File: src/rtl/prc_pkg.sv
// ----------------------------------------------------------------------------
// prc_pkg: shared types and constants for the point rotation pipeline
// Coordinate and angle formats, CORDIC arctangent table, stage payloads.
// ----------------------------------------------------------------------------
package prc_pkg;

  // Field widths
  localparam int COORD_W = 32;
  localparam int ANG_W   = 16;

  // CORDIC depth and guard fraction bits below the coordinate LSB
  localparam int CORDIC_STAGES = 24;
  localparam int FRAC_BITS     = 16;

  // Offset and gain prescale: K = GAIN_INV / 2^31
  localparam int DIFF_W    = COORD_W + 1;
  localparam int K_W       = 31;
  localparam logic [K_W-1:0] GAIN_INV = K_W'(1304065748);
  localparam int LO_W      = 16;
  localparam int HI_W      = DIFF_W - LO_W;
  localparam int PL_W      = LO_W + K_W;
  localparam int PH_W      = HI_W + K_W;
  localparam int PROD_W    = DIFF_W + K_W;
  localparam int PRE_SHIFT = K_W - FRAC_BITS;

  // Rotator word: offset, guard bits and headroom for the CORDIC gain
  localparam int X_W = DIFF_W + FRAC_BITS + 3;

  // Binary angle: 2^ANG_BITS is one full turn
  localparam int ANG_BITS = 32;
  localparam int Z_W      = ANG_BITS + 2;
  localparam int ANG_QTR  = 2 ** (ANG_BITS - 2);

  // Degree conversion: full turn = 23040 = 45 * 2^9 units of 1/64 degree
  localparam int ANG_TURN = 23040;
  localparam int ANG_POW2 = 9;
  localparam int ANG_ODD  = ANG_TURN / (2 ** ANG_POW2);
  localparam int R_W      = 15;
  localparam int ANG_Q    = (2 ** (ANG_BITS - ANG_POW2)) / ANG_ODD;
  localparam int ANG_REM  = (2 ** (ANG_BITS - ANG_POW2)) - ANG_Q * ANG_ODD;
  localparam int ANG_HALF = (ANG_TURN / 2) / (2 ** ANG_POW2);
  localparam int QR_W     = ANG_BITS + 1;
  localparam int V_W      = 20;
  localparam int DIV_S    = 26;
  localparam int DIV_M    = (2 ** DIV_S) / ANG_ODD + 1;
  localparam int M_W      = 21;
  localparam int T_W      = V_W + M_W;

  // Final rounding and saturation
  localparam int SUM_W = X_W - FRAC_BITS + 1;

  // atan(2^-i) in binary-angle units
  localparam logic [ANG_BITS-1:0] ATAN_TAB [32] = '{
    32'h20000000, 32'h12E4051E, 32'h09FB385B, 32'h051111D4,
    32'h028B0D43, 32'h0145D7E1, 32'h00A2F61E, 32'h00517C55,
    32'h0028BE53, 32'h00145F2F, 32'h000A2F98, 32'h000517CC,
    32'h00028BE6, 32'h000145F3, 32'h0000A2FA, 32'h0000517D,
    32'h000028BE, 32'h0000145F, 32'h00000A30, 32'h00000518,
    32'h0000028C, 32'h00000146, 32'h000000A3, 32'h00000051,
    32'h00000029, 32'h00000014, 32'h0000000A, 32'h00000005,
    32'h00000003, 32'h00000001, 32'h00000001, 32'h00000000
  };

  // Input item
  typedef struct packed {
    logic signed [COORD_W-1:0] base_x;
    logic signed [COORD_W-1:0] base_y;
    logic signed [COORD_W-1:0] base_z;
    logic signed [COORD_W-1:0] center_x;
    logic signed [COORD_W-1:0] center_y;
    logic signed [ANG_W-1:0]   angle_deg;
  } point_t;

  // Values carried alongside the rotator
  typedef struct packed {
    logic signed [COORD_W-1:0] cx;
    logic signed [COORD_W-1:0] cy;
    logic signed [COORD_W-1:0] bz;
  } side_t;

  // Rotator state between stages
  typedef struct packed {
    logic signed [X_W-1:0] x;
    logic signed [X_W-1:0] y;
    logic signed [Z_W-1:0] z;
    side_t                 side;
  } vec_t;

  // Result item
  typedef struct packed {
    logic signed [COORD_W-1:0] out_x;
    logic signed [COORD_W-1:0] out_y;
    logic signed [COORD_W-1:0] out_z;
    logic                      overflow;
  } res_t;

endpackage

File: src/rtl/prc_prep.sv
// ----------------------------------------------------------------------------
// prc_prep: front end of the rotation pipeline
// Five stages: angle reduction and offsets, gain prescale products,
// product rounding, binary angle conversion, quadrant pre-rotation.
// ----------------------------------------------------------------------------
module prc_prep (
  input  logic           clk,
  input  logic           rst,
  input  logic           in_valid,
  output logic           in_ready,
  input  prc_pkg::point_t in_data,
  output logic           out_valid,
  input  logic           out_ready,
  output prc_pkg::vec_t  out_data
);
  import prc_pkg::*;

  localparam logic signed [ANG_W:0]  TURN_S  = (ANG_W + 1)'(ANG_TURN);
  localparam logic signed [ANG_W:0]  TURN2_S = (ANG_W + 1)'(2 * ANG_TURN);
  localparam logic signed [PROD_W:0] PRE_RND = (PROD_W + 1)'(2 ** (PRE_SHIFT - 1));
  localparam logic signed [Z_W-1:0]  QTR_Z   = Z_W'(ANG_QTR);

  // Stage valid bits and per-stage advance
  logic v1, v2, v3, v4, v5;
  logic rdy1, rdy2, rdy3, rdy4, rdy5;

  // Stage 1
  logic [R_W-1:0]           r1;
  logic signed [DIFF_W-1:0] dx_x1, dx_y1;
  side_t                    side1;
  // Stage 2
  logic [PL_W-1:0]          pl_x2, pl_y2;
  logic signed [PH_W-1:0]   ph_x2, ph_y2;
  logic [QR_W-1:0]          qr2;
  logic [V_W-1:0]           v2_num;
  side_t                    side2;
  // Stage 3
  logic signed [X_W-1:0]    x3, y3;
  logic [QR_W-1:0]          qr3;
  logic [T_W-1:0]           t3;
  side_t                    side3;
  // Stage 4
  logic signed [X_W-1:0]    x4, y4;
  logic signed [Z_W-1:0]    z4;
  side_t                    side4;
  // Stage 5
  vec_t                     vec5;

  logic signed [ANG_W:0]    a_ext;
  logic signed [ANG_W:0]    a_red;
  logic [QR_W-1:0]          p_full;
  vec_t                     rot;

  // Combine the two partial products, round and drop the prescale fraction
  function automatic logic signed [X_W-1:0] scale_sum(
    input logic signed [PH_W-1:0] ph,
    input logic [PL_W-1:0]        pl
  );
    logic signed [PROD_W:0] acc;
    acc = ((PROD_W + 1)'(ph) <<< LO_W) + $signed((PROD_W + 1)'(pl)) + PRE_RND;
    return X_W'(acc >>> PRE_SHIFT);
  endfunction

  // Advance a stage when it is empty or its successor advances
  assign rdy5     = !v5 || out_ready;
  assign rdy4     = !v4 || rdy5;
  assign rdy3     = !v3 || rdy4;
  assign rdy2     = !v2 || rdy3;
  assign rdy1     = !v1 || rdy2;
  assign in_ready = rdy1;

  // Reduce the angle into one turn
  always_comb begin
    a_ext = (ANG_W + 1)'(in_data.angle_deg);
    if (a_ext >= TURN_S) begin
      a_red = a_ext - TURN_S;
    end else if (a_ext >= 0) begin
      a_red = a_ext;
    end else if (a_ext >= -TURN_S) begin
      a_red = a_ext + TURN_S;
    end else begin
      a_red = a_ext + TURN2_S;
    end
  end

  // Binary angle: integer part plus the reciprocal-multiplied remainder term
  assign p_full = qr3 + QR_W'(t3 >> DIV_S);

  // Pre-rotate by a quarter turn when the angle lies beyond +-90 degrees
  always_comb begin
    rot.side = side4;
    rot.x    = x4;
    rot.y    = y4;
    rot.z    = z4;
    if (z4 > QTR_Z) begin
      rot.x = -y4;
      rot.y = x4;
      rot.z = z4 - QTR_Z;
    end else if (z4 < -QTR_Z) begin
      rot.x = y4;
      rot.y = -x4;
      rot.z = z4 + QTR_Z;
    end
  end

  // Move valid bits along the stages
  always_ff @(posedge clk) begin
    if (rst) begin
      v1 <= 1'b0;
      v2 <= 1'b0;
      v3 <= 1'b0;
      v4 <= 1'b0;
      v5 <= 1'b0;
    end else begin
      if (rdy1) v1 <= in_valid;
      if (rdy2) v2 <= v1;
      if (rdy3) v3 <= v2;
      if (rdy4) v4 <= v3;
      if (rdy5) v5 <= v4;
    end
  end

  // Stage data registers
  always_ff @(posedge clk) begin
    if (rdy1) begin
      r1       <= a_red[R_W-1:0];
      dx_x1    <= DIFF_W'(in_data.base_x) - DIFF_W'(in_data.center_x);
      dx_y1    <= DIFF_W'(in_data.base_y) - DIFF_W'(in_data.center_y);
      side1.cx <= in_data.center_x;
      side1.cy <= in_data.center_y;
      side1.bz <= in_data.base_z;
    end
    if (rdy2) begin
      pl_x2  <= PL_W'(dx_x1[LO_W-1:0]) * PL_W'(GAIN_INV);
      pl_y2  <= PL_W'(dx_y1[LO_W-1:0]) * PL_W'(GAIN_INV);
      ph_x2  <= $signed(dx_x1[DIFF_W-1:LO_W]) * $signed({1'b0, GAIN_INV});
      ph_y2  <= $signed(dx_y1[DIFF_W-1:LO_W]) * $signed({1'b0, GAIN_INV});
      qr2    <= QR_W'(r1) * QR_W'(ANG_Q);
      v2_num <= V_W'(r1) * V_W'(ANG_REM) + V_W'(ANG_HALF);
      side2  <= side1;
    end
    if (rdy3) begin
      x3    <= scale_sum(ph_x2, pl_x2);
      y3    <= scale_sum(ph_y2, pl_y2);
      qr3   <= qr2;
      t3    <= T_W'(v2_num) * T_W'(DIV_M);
      side3 <= side2;
    end
    if (rdy4) begin
      x4    <= x3;
      y4    <= y3;
      z4    <= Z_W'($signed(p_full[ANG_BITS-1:0]));
      side4 <= side3;
    end
    if (rdy5) begin
      vec5 <= rot;
    end
  end

  assign out_valid = v5;
  assign out_data  = vec5;

  // Reduced angle stays within one turn
  a_red_range: assert property (@(posedge clk) disable iff (rst)
    v1 |-> (r1 < R_W'(ANG_TURN)))
    else $error("reduced angle outside one turn");

  // Pre-rotation leaves at most a quarter turn for the CORDIC
  a_quadrant: assert property (@(posedge clk) disable iff (rst)
    v5 |-> ((vec5.z <= QTR_Z) && (vec5.z >= -QTR_Z)))
    else $error("residual angle beyond a quarter turn");

endmodule

File: config.mk
export PLATFORM = sky130hd
export DESIGN_NAME = prc_prep
export DESIGN_NICKNAME = d
export VERILOG_FILES = /design/src/rtl/prc_pkg.sv /design/src/rtl/prc_prep.sv
export SDC_FILE = /design/constraint.sdc
export NUM_CORES = 2
export LEC_CHECK = 0
export BUFFER_PORTS_ARGS = -buffer_cell sky130_fd_sc_hd__buf_2
export CAP_MARGIN = 10
export CORE_MARGIN = 4
export CORE_UTILIZATION = 50
export DETAILED_ROUTE_END_ITERATION = 8
export GPL_TIMING_DRIVEN = 0
export PLACE_DENSITY = 0.7
export SLEW_MARGIN = 0
export SYNTH_ARGS = -nofsm -noshare
export SYNTH_HDL_FRONTEND = slang
export SYNTH_SLANG_ARGS = --single-unit
File: constraint.sdc
create_clock -name clk -period 8 [get_ports clk]
set_input_delay 0.4 -clock clk [delete_from_list [all_inputs] [get_ports clk]]
set_output_delay 0.4 -clock clk [all_outputs]
set_load 0.02 [all_outputs]
==> results.md <==
* Final period util at 0.953
* Mapped cell area at 90900 µm²
* Worst-path clk slew at about 0.060 ns
* Die height at roughly 430 µm
* Seq cells post-synth at 1191
* CP startpoint: dx_x1[31]
* Ranking of synthesized cells by area: edfxtp_1 (39%), fa_1 (21%), ha_1 (15%)
* Vias per cell at between 5 and 6
* Most common cell in the synthesized netlist: inv_1
* Share of layout cells above drive strength 1 at 0.0848
* Post-Layout Cell Count at between 10000 and 15000
* Slew Limit Fails at 0
* Ys flop type: edfxtp_1
* Die area at between 150000 and 200000 µm²
* Wire length on met1 at approximately 90000 µm
* WL met2 at approximately 110000 µm
* Area Overhead vs Synth at 12.3%
* WL met3 at ~10000 µm
* Final setup vio count at 0
* Post-synth top cells: inv_1 (1618), edfxtp_1 (1186), ha_1 (1121), fa_1 (962), a21oi_1 (351)
* Nets at approximately 10000
* Mapped Nets at 9739
* Fin. Hold Viols at 0
* Routability Congestion at around 0.94
* DRT Wirelength at around 230000 µm
* Clk_lat worst skew at 0.79 ns
* Vias post-DR at between 50000 and 60000
* DRC violation total after the first TritonRoute iteration at approximately 3600
* Port Buffers at between 400 and 500
* Largest net degree at the start of global routing at 115
* Post-synth top area share at 0.392
* CP Data Required Time at about 8.5 ns
* R2R cell count at 22
* Post-DP HPWL at ~190000 µm
* First-pass DRT Iterations at 6
* I/O Pins at 416
* Worst Skew at between 0.03 and 0.04 ns
* Final min period at approximately 7.6 ns
* Initial Utilization at 0.503
* Root Driver: clkbuf_16
* DRC at 0
* Critical path class: flip-flop to flip-flop
* Critical Path AT at 8.13 ns
* Num Clock Sinks at 1191
* Outcome: finished clean
* CP Capture Type: flip-flop
* Die width at ~430 µm
* Vias in the first global route at 61279
* Asr flop ratio synth at 0
* Post-route ant nets at 0
* Synth cell types at 90
* Hold Path Stages at 3
* Cell total after placement at 10275
* Row cnt at 156
* CP Launch Type: flip-flop
* Worst R2R Setup Slack at between 0.3 and 0.4 ns
* Routed length per instance at between 20 and 25 µm
* Max frequency at 0.131 GHz
* Clock buffer depth at 3
* Highest routed layer: met5
* Initial antenna violation count at 18
* GRT Util Overall at 0.247
* Worst slew pin tran at 1.26 ns
* Number of synthesized flops with an enable pin at between 1000 and 1500
* Max-slew headroom at 0.154
* Crit-path max FO at 9
* CTS buffer count at 130
* Max-Cap Viols at 0
* Post-synth top area cell: edfxtp_1
* Hold WC Path Type: input port to flip-flop
* Core region area at 181000 µm²
* Origin of the critical flop-to-flop path: dx_x1[31]
* CTS tree: yes
* TNS Setup at 0 ns
* GRT overflow at 0
* Synth warn at 0
* Seq/Total Area, Yosys at 0.393
* Mapped Cells at 7476
* Hold Crit Start: in_data[143]
* RR Endpoint: ph_x2[45]
* CTS H-tree lvls at 4
* Mean Syn Cell Area at roughly 12 µm²
* Hold endpoint: dx_y1[31]
* First-pass GRT wire length at between 300000 and 400000 µm
[stage by stage]
step / hold slack (ns) / instance area, µm² / setup slack, ns / utilization
floorplan: 0.400 / 90900 / 1.00 / -
global placement: 0.400 / 96000 / -3.39 / 0.531
detailed placement: 0.405 / 96400 / -0.225 / 0.533
CTS: 0.00125 / 102000 / 0.00478 / 0.564
global route: 0.0494 / 102000 / -0.0467 / 0.565
finish: 0.0699 / 102000 / 0.379 / 0.565
[registers in the layout, summed over array words and instances (netlist names), 46 cells and up]
| name | flops |
|---|---|
| side1 | 96 |
| y4 | 50 |
| ph_y2 | 46 |
| rot | 96 |
| x3 | 50 |
| ph_x2 | 46 |
| side2 | 96 |
| x4 | 50 |
| y3 | 50 |
| side3 | 96 |
| out_data | 233 |
[critical path: stages (launching register included)]
cell and delay, ns:
edfxtp_1 0.75, fa_1 0.64, ha_1 0.33, inv_1 0.17
fa_1 0.58, inv_1 0.06, fa_1 0.55, fa_1 0.61
inv_1 0.08, fa_1 0.54, inv_1 0.05, ha_1 0.26
clkbuf_1 0.25, nand4_1 0.17, or4_1 0.51, o211ai_2 0.30
a41o_1 0.27, a221oi_1 0.09, or3_1 0.44, o31a_1 0.30
o21ai_1 0.16, a21oi_1 0.10, xnor2_1 0.14
[cell type report]
| type | instances | area (µm²) |
|---|---|---|
| Sequential cell | 1191 | 35700 |
| Tap cell | 2370 | 2970 |
| Buffer | 71 | 275 |
| Antenna cell | 13 | 32.5 |
| Clock inverter | 92 | 1110 |
| Multi-Input combinational cell | 4596 | 48900 |
| Inverter | 1618 | 6090 |
| Clock buffer | 145 | 3370 |
| Timing Repair Buffer | 543 | 3600 |
| Fill cell | 15050 | 78600 |
[worst max path at each step]
stage | end | cells after the start
floorplan | dx_x1[0] | 3
global placement | side1[63] | 4
detailed placement | pl_y2[46] | 22
CTS | pl_y2[46] | 22
global route | pl_x2[45] | 23
finish | ph_x2[45] | 22
[logic make-up (layout without fill, tap and decap cells)]
family,count (synthesis),in the layout,synth area share
flip-flops,1191,1191,0.393
other,0,13,0
multiplexers,9,9,0.00100
buffers and inverters,1689,2469,0.0698
XOR/XNOR,359,359,0.0346
AO/OA/AOI/OAI,1147,1147,0.0808
AND/OR/NAND/NOR,998,998,0.0549
adder cells (fa/ha/maj),2083,2083,0.366
[placed cells by master (no fill, tap or decap), drive strengths merged, types with 14 or more instances in the layout]
master | netlist | routed
inv | 1618 | 1633
edfxtp | 1186 | 1186
ha | 1121 | 1121
fa | 962 | 962
buf | 9 | 444
a21oi | 351 | 351
nor2 | 266 | 266
xnor2 | 247 | 247
o21ai | 221 | 221
clkbuf | 62 | 207
nand2 | 191 | 191
a21o | 177 | 177
nand3 | 113 | 113
xor2 | 112 | 112
dlygate4sd3 | 0 | 108
nor3 | 76 | 76
o21a | 65 | 65
nand2b | 62 | 62
nor2b | 50 | 50
o22ai | 50 | 50
nand4 | 45 | 45
and3 | 44 | 44
clkinv | 0 | 44
or3 | 34 | 34
a211oi | 33 | 33
nor4 | 31 | 31
or2 | 28 | 28
a31oi | 26 | 26
o21bai | 24 | 24
o31ai | 22 | 22
bufinv | 0 | 20
and2 | 18 | 18
o211ai | 18 | 18
a211o | 16 | 16
a221o | 16 | 16
a221oi | 16 | 16
o41ai | 14 | 14
[metal layers]
metal | vias up | GRT usage
met5 | - | 0
met2 | 1453 | 0.430
li1 | 26754 | -
met1 | 28584 | 0.309
met3 | 396 | 0.0329
met4 | 2 | 0.106
[what timing repair did]
item                                    CTS  global route
hold buffers                            108             0
gates resized for setup                   1             6
buffers inserted                          0             6
endpoints found under the hold margin   112             0
endpoints found under the setup margin    2             9
Power is left out: the tool's default activity adds up to more than one toggle a clock period on the data nets, which glitch-free logic cannot reach.
