==> config.mk <==
export PLATFORM = sky130hd
export DESIGN_NAME = prc_post
export DESIGN_NICKNAME = d
export VERILOG_FILES = /design/src/rtl/prc_pkg.sv /design/src/rtl/prc_post.sv
export SDC_FILE = /design/constraint.sdc
export NUM_CORES = 1
export LEC_CHECK = 0
export ABC_AREA = 1
export ABC_CLOCK_PERIOD_IN_PS = 4500
export BUFFER_PORTS_ARGS = -buffer_cell sky130_fd_sc_hd__buf_4
export CAP_MARGIN = 20
export CELL_PAD_IN_SITES_DETAIL_PLACEMENT = 1
export CELL_PAD_IN_SITES_GLOBAL_PLACEMENT = 2
export CORE_MARGIN = 5
export CORE_UTILIZATION = 31
export CTS_CLUSTER_DIAMETER = 200
export CTS_CLUSTER_SIZE = 16
export DETAILED_ROUTE_END_ITERATION = 10
export GPL_TIMING_DRIVEN = 1
export PLACE_DENSITY_LB_ADDON = 0.1
export SKIP_LAST_GASP = 1
export SYNTH_ARGS = -nofsm -noshare
export SYNTH_HDL_FRONTEND = slang
export SYNTH_SLANG_ARGS = --single-unit
==> constraint.sdc <==
create_clock -name clk -period 4.5 [get_ports clk]
set_input_delay 0 -clock clk [delete_from_list [all_inputs] [get_ports clk]]
set_output_delay 0 -clock clk [all_outputs]
set_load 0.01 [all_outputs]
==> src/rtl/prc_pkg.sv <==
// ----------------------------------------------------------------------------
// prc_pkg: shared types and constants for the point rotation pipeline
// Coordinate and angle formats, CORDIC arctangent table, stage payloads.
// ----------------------------------------------------------------------------
package prc_pkg;

  // Field widths
  localparam int COORD_W = 32;
  localparam int ANG_W   = 16;

  // CORDIC depth and guard fraction bits below the coordinate LSB
  localparam int CORDIC_STAGES = 24;
  localparam int FRAC_BITS     = 16;

  // Offset and gain prescale: K = GAIN_INV / 2^31
  localparam int DIFF_W    = COORD_W + 1;
  localparam int K_W       = 31;
  localparam logic [K_W-1:0] GAIN_INV = K_W'(1304065748);
  localparam int LO_W      = 16;
  localparam int HI_W      = DIFF_W - LO_W;
  localparam int PL_W      = LO_W + K_W;
  localparam int PH_W      = HI_W + K_W;
  localparam int PROD_W    = DIFF_W + K_W;
  localparam int PRE_SHIFT = K_W - FRAC_BITS;

  // Rotator word: offset, guard bits and headroom for the CORDIC gain
  localparam int X_W = DIFF_W + FRAC_BITS + 3;

  // Binary angle: 2^ANG_BITS is one full turn
  localparam int ANG_BITS = 32;
  localparam int Z_W      = ANG_BITS + 2;
  localparam int ANG_QTR  = 2 ** (ANG_BITS - 2);

  // Degree conversion: full turn = 23040 = 45 * 2^9 units of 1/64 degree
  localparam int ANG_TURN = 23040;
  localparam int ANG_POW2 = 9;
  localparam int ANG_ODD  = ANG_TURN / (2 ** ANG_POW2);
  localparam int R_W      = 15;
  localparam int ANG_Q    = (2 ** (ANG_BITS - ANG_POW2)) / ANG_ODD;
  localparam int ANG_REM  = (2 ** (ANG_BITS - ANG_POW2)) - ANG_Q * ANG_ODD;
  localparam int ANG_HALF = (ANG_TURN / 2) / (2 ** ANG_POW2);
  localparam int QR_W     = ANG_BITS + 1;
  localparam int V_W      = 20;
  localparam int DIV_S    = 26;
  localparam int DIV_M    = (2 ** DIV_S) / ANG_ODD + 1;
  localparam int M_W      = 21;
  localparam int T_W      = V_W + M_W;

  // Final rounding and saturation
  localparam int SUM_W = X_W - FRAC_BITS + 1;

  // atan(2^-i) in binary-angle units
  localparam logic [ANG_BITS-1:0] ATAN_TAB [32] = '{
    32'h20000000, 32'h12E4051E, 32'h09FB385B, 32'h051111D4,
    32'h028B0D43, 32'h0145D7E1, 32'h00A2F61E, 32'h00517C55,
    32'h0028BE53, 32'h00145F2F, 32'h000A2F98, 32'h000517CC,
    32'h00028BE6, 32'h000145F3, 32'h0000A2FA, 32'h0000517D,
    32'h000028BE, 32'h0000145F, 32'h00000A30, 32'h00000518,
    32'h0000028C, 32'h00000146, 32'h000000A3, 32'h00000051,
    32'h00000029, 32'h00000014, 32'h0000000A, 32'h00000005,
    32'h00000003, 32'h00000001, 32'h00000001, 32'h00000000
  };

  // Input item
  typedef struct packed {
    logic signed [COORD_W-1:0] base_x;
    logic signed [COORD_W-1:0] base_y;
    logic signed [COORD_W-1:0] base_z;
    logic signed [COORD_W-1:0] center_x;
    logic signed [COORD_W-1:0] center_y;
    logic signed [ANG_W-1:0]   angle_deg;
  } point_t;

  // Values carried alongside the rotator
  typedef struct packed {
    logic signed [COORD_W-1:0] cx;
    logic signed [COORD_W-1:0] cy;
    logic signed [COORD_W-1:0] bz;
  } side_t;

  // Rotator state between stages
  typedef struct packed {
    logic signed [X_W-1:0] x;
    logic signed [X_W-1:0] y;
    logic signed [Z_W-1:0] z;
    side_t                 side;
  } vec_t;

  // Result item
  typedef struct packed {
    logic signed [COORD_W-1:0] out_x;
    logic signed [COORD_W-1:0] out_y;
    logic signed [COORD_W-1:0] out_z;
    logic                      overflow;
  } res_t;

endpackage

==> src/rtl/prc_post.sv <==
// ----------------------------------------------------------------------------
// prc_post: output rounding and saturation
// Two stages: round off the guard bits and add the center, then clamp.
// ----------------------------------------------------------------------------
module prc_post (
  input  logic          clk,
  input  logic          rst,
  input  logic          in_valid,
  output logic          in_ready,
  input  prc_pkg::vec_t in_data,
  output logic          out_valid,
  input  logic          out_ready,
  output prc_pkg::res_t out_data
);
  import prc_pkg::*;

  localparam logic signed [X_W-1:0]   HALF   = X_W'(2 ** (FRAC_BITS - 1));
  localparam logic signed [SUM_W-1:0] SAT_HI = SUM_W'({1'b0, {(COORD_W - 1){1'b1}}});
  localparam logic signed [SUM_W-1:0] SAT_LO = ~SAT_HI;

  logic                      va, vb;
  logic                      rdya, rdyb;
  logic signed [SUM_W-1:0]   sum_x, sum_y;
  logic signed [COORD_W-1:0] bz_a;
  res_t                      res;

  logic signed [X_W-1:0]     xh, yh;
  logic signed [SUM_W-1:0]   sum_x_next, sum_y_next;
  res_t                      res_next;

  assign rdyb     = !vb || out_ready;
  assign rdya     = !va || rdyb;
  assign in_ready = rdya;

  // Round half up to the coordinate LSB and add the center back
  always_comb begin
    xh         = (in_data.x + HALF) >>> FRAC_BITS;
    yh         = (in_data.y + HALF) >>> FRAC_BITS;
    sum_x_next = SUM_W'(xh) + SUM_W'($signed(in_data.side.cx));
    sum_y_next = SUM_W'(yh) + SUM_W'($signed(in_data.side.cy));
  end

  // Clamp to the signed coordinate range and flag it
  always_comb begin
    res_next.overflow = 1'b0;
    res_next.out_z    = bz_a;
    if (sum_x > SAT_HI) begin
      res_next.out_x    = SAT_HI[COORD_W-1:0];
      res_next.overflow = 1'b1;
    end else if (sum_x < SAT_LO) begin
      res_next.out_x    = SAT_LO[COORD_W-1:0];
      res_next.overflow = 1'b1;
    end else begin
      res_next.out_x    = sum_x[COORD_W-1:0];
    end
    if (sum_y > SAT_HI) begin
      res_next.out_y    = SAT_HI[COORD_W-1:0];
      res_next.overflow = 1'b1;
    end else if (sum_y < SAT_LO) begin
      res_next.out_y    = SAT_LO[COORD_W-1:0];
      res_next.overflow = 1'b1;
    end else begin
      res_next.out_y    = sum_y[COORD_W-1:0];
    end
  end

  always_ff @(posedge clk) begin
    if (rst) begin
      va <= 1'b0;
      vb <= 1'b0;
    end else begin
      if (rdya) va <= in_valid;
      if (rdyb) vb <= va;
    end
  end

  always_ff @(posedge clk) begin
    if (rdya) begin
      sum_x <= sum_x_next;
      sum_y <= sum_y_next;
      bz_a  <= in_data.side.bz;
    end
    if (rdyb) begin
      res <= res_next;
    end
  end

  assign out_valid = vb;
  assign out_data  = res;

  // A flagged item sits on a range bound in x or y
  a_ovf_bound: assert property (@(posedge clk) disable iff (rst)
    (vb && res.overflow) |->
      ((res.out_x == SAT_HI[COORD_W-1:0]) || (res.out_x == SAT_LO[COORD_W-1:0]) ||
       (res.out_y == SAT_HI[COORD_W-1:0]) || (res.out_y == SAT_LO[COORD_W-1:0])))
    else $error("overflow flagged without a clamped coordinate");

  // An in-range sum moves on unflagged
  a_no_false_ovf: assert property (@(posedge clk) disable iff (rst)
    (va && rdyb && (sum_x <= SAT_HI) && (sum_x >= SAT_LO) &&
     (sum_y <= SAT_HI) && (sum_y >= SAT_LO)) |=> !res.overflow)
    else $error("overflow flagged for an in-range item");

endmodule

==> impl_summary.txt <==
----------------------------------------------------
[Floorplanning]
  DIE HEIGHT ... 223 um
  Chip Width ... 223 um
  Initial core utilization ... between 30% and 40%
  Die Area ... around 50000 um^2
  IO Count ... roughly 340
  Rows ... slightly below 80
  Core ar. ... about 44000 um^2

[Pwr]
  Net switching power ... 0.00177 W
  Relative contribution of the clock network to total power ... 23.3%
  Switching fraction of total power ... 31.2%
  Leakage dissipation ... about 8.5 nW
  Design internal power ... around 0.0039 W
  Share of power burned in combinational logic ... between 30 and 40%
  Relative contribution of sequential cells to total power ... a little under half
  Cell area power density ... 320 nW/um^2
  Peak supply drop ... roughly 0.29 mV
  PnR Total Power ... 0.00566 W

[GRT]
  Wire length of the first global-routing pass ... 76100 um
  Number of global-route vias before repair ... ~13000
  Remaining global-route overflow ... 0
  GRT Util Overall ... 19.3%
  Pin count of the biggest net entering global routing ... 59
  Initial antenna violation count ... 0

[Setup path]
  Worst flop-to-flop path startpoint ... out_valid
  Category of the worst setup path capture point ... register
  Critical Path Source Type ... input pin
  Maximum fanout along the worst path ... 5
  WS Path Type ... in -> reg
  Reg-to-reg slack, setup ... between 2 and 2.5 ns
  Required time at the worst-slack endpoint ... about 4.7 ns
  Register-to-Register Path Depth ... 4
  CP Data Arrival Time ... 2.97 ns
  Reg2Reg Capture Point ... va

[Logic synthesis]
  Post-synthesis cell type count ... 33
  Synthesized instance count ... between 1500 and 2000
  Synth Warn # ... 0
  Leading cell types by total area after synthesis ... sky130_fd_sc_hd__edfxtp_1 44%, sky130_fd_sc_hd__nand2_1 18%, sky130_fd_sc_hd__inv_1 7.3%
  Mapped Avg Cell Area ... 7.77 um^2
  Total nets after synthesis ... between 2000 and 2500
  Sequential fraction of the synthesis area ... between 40% and 50%
  Cell Area, Synth ... ~14000 um^2
  Library cell occupying the most area in the post-synthesis netlist ... sky130_fd_sc_hd__edfxtp_1
  #FFs+latches synth ... 205
  Portion of synthesized cell area occupied by the leading cell type ... between 40% and 50%

[STA]
  Final max-slew violation count ... 0
  Slew of the pin with the lowest slew margin ... slightly below 0.9 ns
  Upper clock frequency limit ... 0.366 GHz
  Final critical-path required period ... roughly 2.7 ns
  RSZ-0062 raised after global routing ... no
  Worst clock skew on the final layout ... 0.00948 ns
  Hold Violations, Final ... 0
  Minimum setup slack in the final design ... around 1.8 ns
  Ratio of final minimum period to clock period ... roughly 60%
  Final setup violating endpoints ... 0
  Total negative slack ... 0 ns
  Relative slew slack ... 41.2%

[Layout]
  Total number of nets in the final design ... 2441
  Fraction of final layout cells with drive strength greater than 1 ... 16.2%
  Area of all sequential standard cells ... between 6000 and 7000 um^2
  Area taken by multi-input logic gates ... around 7000 um^2
  Fillcell total ... roughly 5500
  Final design instance area without fill ... approximately 18000 um^2
  Synth-to-Final Area Change ... 26.4%
  Count of antenna diodes in the layout ... 0

[Clocking]
  Count of cells resized by post-cts repair ... 0
  Clock-pin slew reported for the worst setup and hold paths after clock tree synthesis ... 0.08 ns
  Number of H-tree branching levels ... 1
  CTS sink count ... roughly 210
  Inserted Clock Buffers ... 16
  Clock network latency to the later pin of the worst-skew pair ... approximately 0.48 ns
  Clock tree from TritonCTS ... done
  Clock buffer depth ... 3
  Clock Root Buffer ... sky130_fd_sc_hd__clkbuf_16

[Routing]
  Overall routed net length ... 48900 um
  Count of antenna-violating nets left after detailed routing ... 0
  Top layer used by detailed routing ... met4
  Routed met3 length ... about 2400 um
  Total number of vias ... 12500
  Detailed-route vias per instance ... ~4.6
  DRC violations left ... 0
  Wire length per cell ... approximately 18 um
  Detailed-router iteration count before antenna repair ... 5
  Routed metal-1 wirelength ... 24200 um
  Met2 WL post-DR ... about 22000 um
  DRT iter0 DRCs ... about 600

[Place]
  Worst-case setup slack after placement ... roughly 1.3 ns
  Final weighted congestion in routability-driven placement ... roughly 0.85
  Port bufs ... 272
  Area after DPL ... approximately 17000 um^2
  Placed wire-length estimate ... about 42000 um

[Status]
  Outcome ... complete, no violations

[Worst hold path]
  HP Class ... in -> reg
  Worst hold path endpoint ... sum_y[4]
  Hold Crit Depth ... 3
  Hold wc startpoint ... in_data[36]

[Flow run]
  Max-capacitance violation count ... 0

----------------------------------------------------
==> metal layers <==
layer  track usage [%]  vias to the layer above
met5                 0                        -
li1                  -                     6411
met1              28.2                     5826
met2              31.0                      210
met4              1.78                        0
met3              3.56                       18
==> area by class of cell <==
type                       instances  area share, %
tap                              592           4.19
sequential                       205           34.7
clock buffer                      23           2.59
inverter                         277           5.88
timing repair buffer             319           14.2
multi-input combinational       1306           38.5
==> power groups by stage <==
stage                     Clock (W)  Sequential, W  Combinational [W]
after floorplan                   0        0.00273           0.000802
after global placement            0        0.00265            0.00168
after detailed placement          0        0.00267            0.00170
after CTS                   0.00137        0.00263            0.00174
after global routing        0.00146        0.00266            0.00192
final                       0.00132        0.00262            0.00172
==> state kept, by name, indices dropped and copies added, names as in the netlist <==
signal     flops
sum_x         37
va             1
out_data      97
out_valid      1
bz_a          32
sum_y         37
==> through the flow <==
step | util [%] | hold WS, ns | instances
4_1_cts | 39.8 | 0.0435 | 2721
3_3_place_gp | 37.8 | 0.171 | 2658
5_1_grt | 39.8 | 0.0558 | 2722
6_report | 39.8 | 0.0544 | 2722
3_5_place_dp | 37.8 | 0.172 | 2658
2_1_floorplan | - | 0.0691 | 1802
==> repair_timing <==
action,4_1_cts,5_1_grt
hold endpoints to repair,38,0
hold buffers,40,0
setup buffers,0,0
==> logic make-up after synthesis <==
kind of cell	share of synthesized area, %
DFF	43.8
xor gates and xnor gates	6.63
and+or+nand+nor	29.9
AOI/OAI and AO/OA	4.67
adders and majority gates	7.08
buffers and inverters	7.85
==> synthesized netlist by cell type, drive strengths merged <==
library cell    n
nor4            4
nand2         672
and3            1
a21oi          68
edfxtp        203
a21boi          3
nor2          173
nand3b          4
nor3           48
and2            4
dfxtp           2
inv           277
fa              2
xor2           79
nand4          19
ha             76
buf             6
a31oi           6
nand3          78
clkbuf          8
xnor2          27
o31ai           2
o21ai          30
o21bai         10
==> cells in the final DEF (no fill, tap or decap), types with 2 or more instances in the layout <==
| cell type | n |
|---|---|
| sky130_fd_sc_hd__nand2_1 | 664 |
| sky130_fd_sc_hd__and2_1 | 4 |
| sky130_fd_sc_hd__nor4_1 | 3 |
| sky130_fd_sc_hd__nor2_1 | 165 |
| sky130_fd_sc_hd__fa_1 | 2 |
| sky130_fd_sc_hd__nor3_1 | 37 |
| sky130_fd_sc_hd__nand2_2 | 7 |
| sky130_fd_sc_hd__xor2_1 | 79 |
| sky130_fd_sc_hd__a21oi_1 | 68 |
| sky130_fd_sc_hd__nand3_4 | 2 |
| sky130_fd_sc_hd__clkbuf_1 | 5 |
| sky130_fd_sc_hd__nor2_2 | 6 |
| sky130_fd_sc_hd__inv_2 | 4 |
| sky130_fd_sc_hd__clkbuf_16 | 17 |
| sky130_fd_sc_hd__o31ai_4 | 2 |
| sky130_fd_sc_hd__o21ai_0 | 29 |
| sky130_fd_sc_hd__ha_1 | 76 |
| sky130_fd_sc_hd__o21bai_1 | 10 |
| sky130_fd_sc_hd__nand3b_1 | 4 |
| sky130_fd_sc_hd__nand3_1 | 65 |
| sky130_fd_sc_hd__a31oi_1 | 6 |
| sky130_fd_sc_hd__buf_4 | 278 |
| sky130_fd_sc_hd__dfxtp_1 | 2 |
| sky130_fd_sc_hd__nand3_2 | 11 |
| sky130_fd_sc_hd__a21boi_0 | 3 |
| sky130_fd_sc_hd__nor2_4 | 2 |
| sky130_fd_sc_hd__nor3_2 | 11 |
| sky130_fd_sc_hd__xnor2_1 | 27 |
| sky130_fd_sc_hd__inv_1 | 273 |
| sky130_fd_sc_hd__nand4_1 | 19 |
| sky130_fd_sc_hd__dlygate4sd3_1 | 40 |
| sky130_fd_sc_hd__edfxtp_1 | 203 |
==> worst max-delay path, cell delays in order <==
cell and delay, ns:
sky130_fd_sc_hd__buf_4 0.10, sky130_fd_sc_hd__ha_1 0.37, sky130_fd_sc_hd__nand3_2 0.17, sky130_fd_sc_hd__inv_2 0.13, sky130_fd_sc_hd__nand2_1 0.18, sky130_fd_sc_hd__nor2_1 0.30
sky130_fd_sc_hd__xor2_1 0.26, sky130_fd_sc_hd__ha_1 0.34, sky130_fd_sc_hd__nand2_1 0.14, sky130_fd_sc_hd__inv_1 0.05, sky130_fd_sc_hd__nand2_1 0.16, sky130_fd_sc_hd__inv_1 0.06
sky130_fd_sc_hd__a21oi_1 0.19, sky130_fd_sc_hd__nand3_2 0.19, sky130_fd_sc_hd__nand2_1 0.15, sky130_fd_sc_hd__nand2_1 0.06, sky130_fd_sc_hd__nand2_1 0.06, sky130_fd_sc_hd__nand2_1 0.05
==> worst max-delay path by stage <==
stage                           end          from  cells after the start  slack [ns]
after floorplan             bz_a[0]     out_valid                      1        0.38
final                     sum_x[35]  in_data[197]                     18        1.77
after CTS                 sum_x[35]  in_data[197]                     18        1.82
after global routing      sum_y[28]  in_data[145]                     18        1.49
after global placement    sum_x[35]  in_data[197]                     18        1.34
after detailed placement  sum_x[35]  in_data[197]                     18        1.31
Power figures use the tool's default switching activity.
